===== src/rtl/r2ep_pkg.sv =====
package r2ep_pkg;

   localparam int PANEL_WIDTH_DEFAULT  = 1440;
   localparam int PANEL_HEIGHT_DEFAULT = 720;

   localparam int ADDR_W = 19;
   localparam int COL_W  = 11;
   localparam int ROW_W  = 10;

   localparam logic [7:0] GRAY_R_WEIGHT = 8'd76;
   localparam logic [7:0] GRAY_G_WEIGHT = 8'd150;
   localparam logic [7:0] GRAY_B_WEIGHT = 8'd30;
   localparam logic [7:0] FIXED_THRESHOLD = 8'd128;
   localparam logic [7:0] MASK_1BPP_MSB = 8'h80;
   localparam logic [7:0] MASK_LO_NIBBLE = 8'h0F;
   localparam logic [7:0] MASK_HI_NIBBLE = 8'hF0;

   localparam logic [COL_W-1:0] AREA_X1_RESET = 11'd0;
   localparam logic [ROW_W-1:0] AREA_Y1_RESET = 10'd0;
   localparam logic [COL_W-1:0] AREA_X2_RESET = 11'd1439;
   localparam logic [ROW_W-1:0] AREA_Y2_RESET = 10'd719;
   localparam logic [1:0]       MIRROR_RESET  = 2'd1;

   typedef enum logic [2:0] {
      CSR_AREA_X1     = 3'd0,
      CSR_AREA_Y1     = 3'd1,
      CSR_AREA_X2     = 3'd2,
      CSR_AREA_Y2     = 3'd3,
      CSR_MIRROR_MODE = 3'd4,
      CSR_GRAY_4BPP   = 3'd5,
      CSR_DITHER_ON   = 3'd6
   } csr_index_type;

   typedef struct packed {
      logic [4:0]       red;
      logic [5:0]       green;
      logic [4:0]       blue;
      logic [COL_W-1:0] col;
      logic [ROW_W-1:0] row;
   } req_payload_type;

   typedef struct packed {
      logic              write_enable;
      logic [ADDR_W-1:0] byte_address;
      logic [7:0]        write_data;
      logic [7:0]        byte_mask;
      logic [7:0]        gray_level;
   } rsp_payload_type;

   localparam logic [3:0] BAYER_TAB [4][4] = '{
      '{4'd0,  4'd8,  4'd2,  4'd10},
      '{4'd12, 4'd4,  4'd14, 4'd6},
      '{4'd3,  4'd11, 4'd1,  4'd9},
      '{4'd15, 4'd7,  4'd13, 4'd5}
   };

   // Bayer entry scaled by 16
   function automatic logic [7:0] bayer_threshold(input logic [1:0] y, input logic [1:0] x);
      return {BAYER_TAB[y][x], 4'b0000};
   endfunction

endpackage


===== src/rtl/rgb565_to_epaper_pixel_packer_unit.sv =====
// RGB565 to e-paper framebuffer pixel packer.
//
// Request channel (req_valid / req_stall / req_payload): one RGB565 pixel plus
// its column and row offset inside the flushed area per beat. A beat is taken
// at a clock edge where req_valid is high and req_stall is low.
// Response channel (rsp_valid / rsp_stall / rsp_payload): one masked byte
// write per pixel for an external framebuffer, which merges the masked bits.
// Register port (csr_valid / csr_ready / csr_index / csr_data): always ready;
// write the area, mirror and format registers only while the pipe is empty.
//
// A request beat passes four register stages to its response beat: weight
// products, gray sum and panel position, row base multiply and bit select,
// address add into the output register.
// Throughput is one pixel per clock while the receiver does not stall.
// Synchronous reset empties the pipe and loads the register defaults.
// When the receiver stalls, the output register holds its beat; upstream
// stages keep filling bubbles and req_stall rises once every stage is full.
module rgb565_to_epaper_pixel_packer_unit #(
   parameter int PANEL_WIDTH  = r2ep_pkg::PANEL_WIDTH_DEFAULT,
   parameter int PANEL_HEIGHT = r2ep_pkg::PANEL_HEIGHT_DEFAULT
) (
   input  logic                      clock,
   input  logic                      reset,
   input  logic                      req_valid,
   output logic                      req_stall,
   input  r2ep_pkg::req_payload_type req_payload,
   output logic                      rsp_valid,
   input  logic                      rsp_stall,
   output r2ep_pkg::rsp_payload_type rsp_payload,
   input  logic                      csr_valid,
   output logic                      csr_ready,
   input  r2ep_pkg::csr_index_type   csr_index,
   input  logic [10:0]               csr_data
);
   import r2ep_pkg::*;

   localparam int PITCH_4BPP = (PANEL_WIDTH + 1) / 2;
   localparam int PITCH_1BPP = (PANEL_WIDTH + 7) / 8;
   localparam int PITCH_W    = $clog2(PITCH_4BPP + 1);
   localparam int PROD_W     = ROW_W + PITCH_W;

   // ---------------- configuration registers ----------------
   logic [COL_W-1:0] area_x1_ff, area_x2_ff;
   logic [ROW_W-1:0] area_y1_ff, area_y2_ff;
   logic [1:0]       mirror_ff;
   logic             gray_4bpp_ff, dither_ff;

   assign csr_ready = 1'b1;

   always_ff @(posedge clock) begin
      if (reset) begin
         area_x1_ff   <= AREA_X1_RESET;
         area_y1_ff   <= AREA_Y1_RESET;
         area_x2_ff   <= AREA_X2_RESET;
         area_y2_ff   <= AREA_Y2_RESET;
         mirror_ff    <= MIRROR_RESET;
         gray_4bpp_ff <= 1'b0;
         dither_ff    <= 1'b0;
      end else if (csr_valid && csr_ready) begin
         case (csr_index)
            CSR_AREA_X1:     area_x1_ff   <= csr_data;
            CSR_AREA_Y1:     area_y1_ff   <= csr_data[ROW_W-1:0];
            CSR_AREA_X2:     area_x2_ff   <= csr_data;
            CSR_AREA_Y2:     area_y2_ff   <= csr_data[ROW_W-1:0];
            CSR_MIRROR_MODE: mirror_ff    <= csr_data[1:0];
            CSR_GRAY_4BPP:   gray_4bpp_ff <= csr_data[0];
            CSR_DITHER_ON:   dither_ff    <= csr_data[0];
            default: ; // drop writes beyond the register list
         endcase
      end
   end

   // ---------------- stage enables ----------------
   // Each stage advances when it is empty or the next stage advances.
   logic s1_valid_ff, s2_valid_ff, s3_valid_ff, out_valid_ff;
   logic s1_en, s2_en, s3_en, out_en;

   assign out_en    = !out_valid_ff || !rsp_stall;
   assign s3_en     = !s3_valid_ff || out_en;
   assign s2_en     = !s2_valid_ff || s3_en;
   assign s1_en     = !s1_valid_ff || s2_en;
   assign req_stall = !s1_en;
   assign rsp_valid = out_valid_ff;

   always_ff @(posedge clock) begin
      if (reset) begin
         s1_valid_ff  <= 1'b0;
         s2_valid_ff  <= 1'b0;
         s3_valid_ff  <= 1'b0;
         out_valid_ff <= 1'b0;
      end else begin
         if (s1_en)  s1_valid_ff  <= req_valid;
         if (s2_en)  s2_valid_ff  <= s1_valid_ff;
         if (s3_en)  s3_valid_ff  <= s2_valid_ff;
         if (out_en) out_valid_ff <= s3_valid_ff;
      end
   end

   // ---------------- stage 1: weight products, area test, mirror ----------------
   logic [15:0]      s1_prod_r_in, s1_prod_g_in, s1_prod_b_in;
   logic [15:0]      s1_prod_r_ff, s1_prod_g_ff, s1_prod_b_ff;
   logic             s1_inside_in, s1_inside_ff;
   logic [COL_W-1:0] s1_ox_in, s1_ox_ff;
   logic [ROW_W-1:0] s1_oy_in, s1_oy_ff;

   logic [7:0]        r8, g8, b8;
   logic signed [12:0] area_w, col_s, ox_mirror;
   logic signed [11:0] area_h, row_s, oy_mirror;

   always_comb begin
      // widen by replicating the top bits
      r8 = {req_payload.red,   req_payload.red[4:2]};
      g8 = {req_payload.green, req_payload.green[5:4]};
      b8 = {req_payload.blue,  req_payload.blue[4:2]};
      s1_prod_r_in = 16'(r8) * 16'(GRAY_R_WEIGHT);
      s1_prod_g_in = 16'(g8) * 16'(GRAY_G_WEIGHT);
      s1_prod_b_in = 16'(b8) * 16'(GRAY_B_WEIGHT);

      // area size goes negative or zero for an empty area
      area_w = $signed({2'b00, area_x2_ff}) - $signed({2'b00, area_x1_ff}) + 13'sd1;
      area_h = $signed({2'b00, area_y2_ff}) - $signed({2'b00, area_y1_ff}) + 12'sd1;
      col_s  = $signed({2'b00, req_payload.col});
      row_s  = $signed({2'b00, req_payload.row});
      s1_inside_in = (col_s < area_w) && (row_s < area_h);

      ox_mirror = area_w - 13'sd1 - col_s;
      oy_mirror = area_h - 12'sd1 - row_s;
      s1_ox_in  = mirror_ff[0] ? ox_mirror[COL_W-1:0] : req_payload.col;
      s1_oy_in  = mirror_ff[1] ? oy_mirror[ROW_W-1:0] : req_payload.row;
   end

   always_ff @(posedge clock) begin
      if (s1_en) begin
         s1_prod_r_ff <= s1_prod_r_in;
         s1_prod_g_ff <= s1_prod_g_in;
         s1_prod_b_ff <= s1_prod_b_in;
         s1_inside_ff <= s1_inside_in;
         s1_ox_ff     <= s1_ox_in;
         s1_oy_ff     <= s1_oy_in;
      end
   end

   // ---------------- stage 2: gray sum, panel position ----------------
   logic [7:0]       s2_gray_in, s2_gray_ff;
   logic             s2_we_in, s2_we_ff;
   logic [COL_W-1:0] s2_dx_in, s2_dx_ff;
   logic [ROW_W-1:0] s2_dy_in, s2_dy_ff;

   logic [15:0]      gray_sum;
   logic [COL_W:0]   dx_full;
   logic [ROW_W:0]   dy_full;

   always_comb begin
      gray_sum   = s1_prod_r_ff + s1_prod_g_ff + s1_prod_b_ff;
      s2_gray_in = gray_sum[15:8];
      dx_full    = {1'b0, area_x1_ff} + {1'b0, s1_ox_ff};
      dy_full    = {1'b0, area_y1_ff} + {1'b0, s1_oy_ff};
      s2_we_in   = s1_inside_ff && (32'(dx_full) < PANEL_WIDTH)
                                && (32'(dy_full) < PANEL_HEIGHT);
      s2_dx_in   = dx_full[COL_W-1:0];
      s2_dy_in   = dy_full[ROW_W-1:0];
   end

   always_ff @(posedge clock) begin
      if (s2_en) begin
         s2_gray_ff <= s2_gray_in;
         s2_we_ff   <= s2_we_in;
         s2_dx_ff   <= s2_dx_in;
         s2_dy_ff   <= s2_dy_in;
      end
   end

   // ---------------- stage 3: row base, bit select ----------------
   logic [7:0]        s3_gray_ff;
   logic              s3_we_ff;
   logic [ADDR_W-1:0] s3_row_base_in, s3_row_base_ff;
   logic [COL_W-2:0]  s3_col_byte_in, s3_col_byte_ff;
   logic [7:0]        s3_data_in, s3_data_ff;
   logic [7:0]        s3_mask_in, s3_mask_ff;

   logic [PITCH_W-1:0] pitch;
   logic [PROD_W-1:0]  row_prod;
   logic [7:0]         thr, mask_1bpp;
   logic [3:0]         g4;

   always_comb begin
      pitch          = gray_4bpp_ff ? PITCH_W'(PITCH_4BPP) : PITCH_W'(PITCH_1BPP);
      row_prod       = PROD_W'(s2_dy_ff) * PROD_W'(pitch);
      s3_row_base_in = ADDR_W'(row_prod);
      s3_col_byte_in = gray_4bpp_ff ? s2_dx_ff[COL_W-1:1]
                                    : (COL_W-1)'(s2_dx_ff[COL_W-1:3]);
      g4        = s2_gray_ff[7:4];
      thr       = dither_ff ? bayer_threshold(s2_dy_ff[1:0], s2_dx_ff[1:0])
                            : FIXED_THRESHOLD;
      mask_1bpp = MASK_1BPP_MSB >> s2_dx_ff[2:0];
      if (!s2_we_ff) begin
         s3_data_in = 8'h00;
         s3_mask_in = 8'h00;
      end else if (gray_4bpp_ff) begin
         // even column fills the high nibble
         s3_data_in = s2_dx_ff[0] ? {4'h0, g4} : {g4, 4'h0};
         s3_mask_in = s2_dx_ff[0] ? MASK_LO_NIBBLE : MASK_HI_NIBBLE;
      end else begin
         s3_data_in = (s2_gray_ff >= thr) ? mask_1bpp : 8'h00;
         s3_mask_in = mask_1bpp;
      end
   end

   always_ff @(posedge clock) begin
      if (s3_en) begin
         s3_gray_ff     <= s2_gray_ff;
         s3_we_ff       <= s2_we_ff;
         s3_row_base_ff <= s3_row_base_in;
         s3_col_byte_ff <= s3_col_byte_in;
         s3_data_ff     <= s3_data_in;
         s3_mask_ff     <= s3_mask_in;
      end
   end

   // ---------------- output register ----------------
   rsp_payload_type out_in, out_ff;

   always_comb begin
      out_in.write_enable = s3_we_ff;
      out_in.byte_address = s3_we_ff ? (s3_row_base_ff + ADDR_W'(s3_col_byte_ff))
                                     : '0;
      out_in.write_data   = s3_data_ff;
      out_in.byte_mask    = s3_mask_ff;
      out_in.gray_level   = s3_gray_ff;
   end

   // hold the beat while the receiver stalls
   always_ff @(posedge clock) begin
      if (out_en) out_ff <= out_in;
   end

   assign rsp_payload = out_ff;

endmodule


===== config.mk =====
export PLATFORM = sky130hd
export DESIGN_NAME = rgb565_to_epaper_pixel_packer_unit
export DESIGN_NICKNAME = d
export VERILOG_FILES = /design/src/rtl/r2ep_pkg.sv /design/src/rtl/rgb565_to_epaper_pixel_packer_unit.sv
export SDC_FILE = /design/constraint.sdc
export NUM_CORES = 1
export LEC_CHECK = 0
export BUFFER_PORTS_ARGS = -buffer_cell sky130_fd_sc_hd__clkbuf_2
export CORE_ASPECT_RATIO = 2
export CORE_MARGIN = 10
export CORE_UTILIZATION = 40
export CTS_CLUSTER_SIZE = 14
export DETAILED_ROUTE_END_ITERATION = 6
export SLEW_MARGIN = 20
export SYNTH_ARGS = -nofsm -noshare
export SYNTH_HDL_FRONTEND = slang
export SYNTH_SLANG_ARGS = --single-unit

===== constraint.sdc =====
create_clock -name clock -period 4.9 [get_ports clock]
set_clock_uncertainty 0.15 [all_clocks]
set_input_delay 0.735 -clock clock [delete_from_list [all_inputs] [get_ports clock]]
set_output_delay 0.735 -clock clock [all_outputs]
set_load 0.01 [all_outputs]

### Word level (Yosys, flattened, before mapping)

Cells that the tools add are included.

* bits in registers: 240
* output and inout bits: 47
* word-level logic and storage cells: 103

* $add $sub $neg: 13
* multiply operators: 4
* order comparisons: 7
* equality and inequality tests: 6
* shift-type cells: 1
* mux-type cells: 16
* bitwise gates (word level): 2
* reductions and logical operators: 21

Operator list (number)
* $mux 8: 7
* $bmux 16 s2: 1
* $mux 16: 2
* $mux 10: 2
* $add 19x10->19: 1
* $mul 10x10->19: 1
* $add 15x16->16: 1
* $add 16x13->16: 1
* $mul 8x7->15 const B: 1
* $reduce_and 2->1: 7
* $add 12x2->13 const B: 1
* $lt 12x13->1: 1
* $mul 8x5->13 const B: 1
* $add 11x11->12: 1
* $add 11x2->12 const B: 1
* $lt 11x12->1: 1
* $lt 12x11->1 const B: 1
* $mul 8x4->12 const B: 1
* $sub 11x11->12: 1
* $add 10x10->11: 1
* $lt 11x10->1 const B: 1
* $mux 11: 1
* $sub 10x10->11: 1
* $sub 11x11->11: 1
* other kinds (16): 32

### Logic depth before layout (Yosys ltp)

* word-level depth: 11
* gate-level depth with buffers: 21
* mapped depth without buffers: 19

### Worst setup path after synthesis

OpenSTA, ideal clock, no wires.

* kind: reg2reg
* start point: reg gray_4bpp_ff
* end point: reg s3_row_base_ff[17] (data pin)
* arrival: 4681 ps
* data required time: 4492 ps
* path slack: -188 ps
* cell stages (with the launch flop): 21
* path buffers: 2
* period minus slack after synthesis: 5088 ps
* cell sequence: dfxtp_1 clkbuf_1 clkbuf_1 and2_1 or2_2 ha_1 ha_1 inv_1 fa_1 fa_1 inv_1 ha_1 fa_1 a21o_1 a21oi_1 o21bai_1 a21oi_1 o21ai_0 a21o_1 a21oi_1 xnor2_1

* cells in the longest elaborated chain, start to end: 2

Ends and longest elaborated chain
* start, declared: RTL line rgb565_to_epaper_pixel_packer_unit.sv:46 `logic gray_4bpp_ff, dither_ff;`
* start signal, assigned: RTL line rgb565_to_epaper_pixel_packer_unit.sv:66 `CSR_GRAY_4BPP: gray_4bpp_ff <= csr_data[0];`
* $mux 10: RTL line rgb565_to_epaper_pixel_packer_unit.sv:187 `pitch = gray_4bpp_ff ? PITCH_W'(PITCH_4BPP) : PITCH_W'(PITCH_1BPP);`
* $mul 10x10->19: RTL line rgb565_to_epaper_pixel_packer_unit.sv:188 `row_prod = PROD_W'(s2_dy_ff) * PROD_W'(pitch);`
* via row_prod[17]: RTL line rgb565_to_epaper_pixel_packer_unit.sv:182 `logic [PROD_W-1:0] row_prod;`
* end signal, assigned: RTL line rgb565_to_epaper_pixel_packer_unit.sv:213 `s3_row_base_ff <= s3_row_base_in;`
* end, declared: RTL line rgb565_to_epaper_pixel_packer_unit.sv:176 `logic [ADDR_W-1:0] s3_row_base_in, s3_row_base_ff;`

The timed path passes the listed nets, and every way through them passes these cells.
A chain may end at the register's enable or synchronous reset.

### Worst setup path in the final report

* start point: reg gray_4bpp_ff
* end point: reg s3_row_base_ff[16] (data pin)

Same word-level chain as after synthesis.

==> run metrics <==
CP arrival 4860 ps; Worst setup SP type flop; Routed met3 length between 1.5 and 2 mm; Avg WL per Cell about 16 um; vias in the first global route 12120; clock sink count 238; area of the multi-input gates 9532 um^2; CP required roughly 5000 ps; critical path endpoint category flop; most common cell in the netlist ha_1; WS Path Type reg2reg; CTS tree yes; max-slew violations 0; FF-to-FF Start gray_4bpp_ff; final worst slack roughly 180 ps; Leak Pwr between 0.008 and 0.009 uW; die width 165.5 um; clk buf depth 3; Min-Delay Endpoint s1_valid_ff; Rows 106; distinct cell type count after synthesis a little under 80; ranking of synthesized cells by area edfxtp_1 (33%), ha_1 (18%), fa_1 (7.3%); Commonest cells post-synth ha_1 (243), inv_1 (202), edfxtp_1 (188); core area 41780 um^2; hold path cells 3; WL final between 30 and 40 mm; fin area between 15000 and 20000 um^2; Ports between 100 and 150; Ys Warns 0; sequential cell area about 6600 um^2; crit share post-route about 96%; Syn-to-layout area delta 12.35%; Post-synth EDFFs 188; Starting DRT DRC Count between 300 and 400; fin crit period approximately 4700 ps; Worst-path clk slew roughly 60 ps; clk_lat worst skew 550 ps; Rel. slew slack between 30% and 40%; CTS H-tree lvls 1; Top FF cell, synth edfxtp_1; Synth async-reset ratio 0%; Post-DRT Antenna Nets 0; DP HPWL ~31 mm; first-pass GRT wire length roughly 60 mm; MaxCap Viol Count 0; Residual DRC 0; hold_sp req_valid; total CTS buffers 23; Pre-antenna DRT Iters 6; mean post-synth cell area around 11 um^2; vias per cell 5.005; gpl congestion around 0.92; Post-Synthesis Cell Area 16930 um^2; worst-case reg-to-reg path depth 19; Filler cells 3934; Cells after Synth 1602; Hold WC Path Type in2reg; synthesized net count 1963; global route overflow 0; worst slew pin tran approximately 990 ps; cell taking the most area after synthesis edfxtp_1; Cell Pwr Density 465.0 nW/um^2; root buffer cell clkbuf_16; met2 wire len roughly 21 mm; PortBufs 101; Final nets ~2100; initial antenna violation count 3; Die H 310.9 um; status complete, no violations; CTS Hold Bufs 0; highest metal used met5; Placement Setup Slack 15.86 ps; Max FO, Critical Path 18; share of cells above drive strength 1 between 10 and 15%; top-area cell type share of the netlist area 33.35%; # setup viols final 0; largest net degree at the start of global routing 60; Placement Cell Area about 18000 um^2; post-synthesis sequential area ratio between 30% and 40%; final hold vios 0; Achievable Freq 212.1 MHz; worst vdd ir around 0.26 mV; reg-to-reg setup timing slack roughly 180 ps; Initial Util 40.52%; die area just over 50000 um^2; vias between 10000 and 15000; WL met1 roughly 13 mm; FF+latch count, synth between 200 and 250; GRT Resource Usage Total approximately 14%; reg2reg end s3_row_base_ff[16]
-- through the flow --
step	cells	total power (uW)	setup TNS, ps	hold WS [ps]	util [%]
global route	2274	9623	-7.997	254.2	45.50
detailed placement	2229	7035	0	256.1	43.44
finish	2278	8844	0	251.5	45.53
CTS	2271	8851	0	233.5	45.23
global placement	2229	6904	0	251.6	43.44
floorplan	1602	6014	0	250.3	-
-- state kept, by name (all words and copies together) (netlist names), 10 cells and up --
signal	count
area_x1_ff	11
s1_prod_b_ff	12
area_y2_ff	10
s1_ox_ff	11
s2_dx_ff	11
s1_prod_g_ff	15
area_y1_ff	10
s3_col_byte_ff	10
s2_dy_ff	10
s1_prod_r_ff	13
s3_row_base_ff	17
rsp_payload	44
area_x2_ff	11
s1_oy_ff	10
-- where the power goes --
group	switching [uW]	internal (uW)
registers	295	2940
clock network	766	985
logic	2050	1810
-- per-layer routing --
| metal | global-route usage, % | vias up |
|---|---|---|
| met5 | 0 | - |
| met4 | 6.597 | 2 |
| met3 | 2.078 | 61 |
| met2 | 28.41 | 170 |
| met1 | 13.78 | 5400 |
| li1 | - | 5769 |
-- area by class of cell --
class,count,share of cell area [%]
Multi-Input combinational cell,1132,50.12
Sequential cell,238,34.95
Inverter,202,3.993
Clock buffer,38,3.697
Tap cell,540,3.552
Timing Repair Buffer,119,3.434
Clock inverter,4,0.1908
Antenna cell,5,0.06579
-- cells by family (layout without fill, tap and decap cells) --
kind of cell | count (synthesis) | after routing | share of synthesized area, %
simple gates | 396 | 396 | 11.66
mux | 19 | 19 | 1.197
other cells | 2 | 7 | 0.04436
compound gates | 293 | 293 | 11.11
buf+inv | 232 | 363 | 5.166
flops | 238 | 238 | 39.26
xor+xnor | 117 | 117 | 6.275
fa+ha+maj | 305 | 305 | 25.29
-- worst max-delay path, stage by stage (launching register included) --
cell and delay, ps:
dfxtp_2 340, buf_12 150, and2_1 140, or2_2 300
ha_4 160, ha_1 260, inv_1 50, fa_1 500
fa_1 540, inv_1 60, ha_4 250, ha_1 290
a21o_1 190, a21oi_2 200, nor2b_1 90, o211ai_1 160
nand2_1 120, a41oi_2 240, nor2b_2 180, xnor2_1 60
-- cells in the final DEF, fill, tap and decap left out, types with 5 or more instances in the layout --
master     synthesis  final
o21a_1            14     14
fa_1              62     61
o21ai_1            6      6
xor2_1            33     33
o21bai_1          13     13
edfxtp_1         188    188
a21o_1            31     31
nand3_1           29     28
o21ai_0           52     51
clkbuf_8           0      5
nor3b_1            6      6
nor2b_1           31     30
mux2i_1            9      9
clkbuf_16          0     24
a21oi_2            3      7
a21boi_1           5      5
dfxtp_1           50     49
and3_1             7      7
or2_2             14     14
mux2_2            10     10
nor3_1            30     30
nand3b_1           7      7
nand2b_1           8      8
buf_4              1     17
o31ai_1            6      6
o211ai_1          11     11
ha_4               0      6
a21oi_1          107    103
ha_1             243    236
nor4_1             5      5
and2_1            30     30
clkbuf_2           0    101
nor2_1            59     59
nand2_1          137    136
a31oi_1            5      5
clkbuf_1          28      9
or3_1             11     11
inv_1            202    201
xnor2_1           79     79
diode_2            0      5
-- how the worst max path moves through the flow --
stage	from	slack, ps	endpoint	depth (start not counted)
after floorplan	gray_4bpp_ff	8	s3_row_base_ff[17]	20
after global placement	s2_dy_ff[2]	40	s3_row_base_ff[16]	18
after detailed placement	s2_dy_ff[2]	20	s3_row_base_ff[16]	18
after CTS	s2_dy_ff[2]	30	s3_row_base_ff[17]	18
after global routing	s2_dy_ff[2]	-8	s3_row_base_ff[16]	18
final	gray_4bpp_ff	180	s3_row_base_ff[16]	19
-- what timing repair did --
item                       CTS  global route
pin swaps                    0             8
setup buffers                0             2
setup endpoints to repair    1             4
gates resized for setup      1            13
No activity file was read; power rests on OpenSTA's default activity.
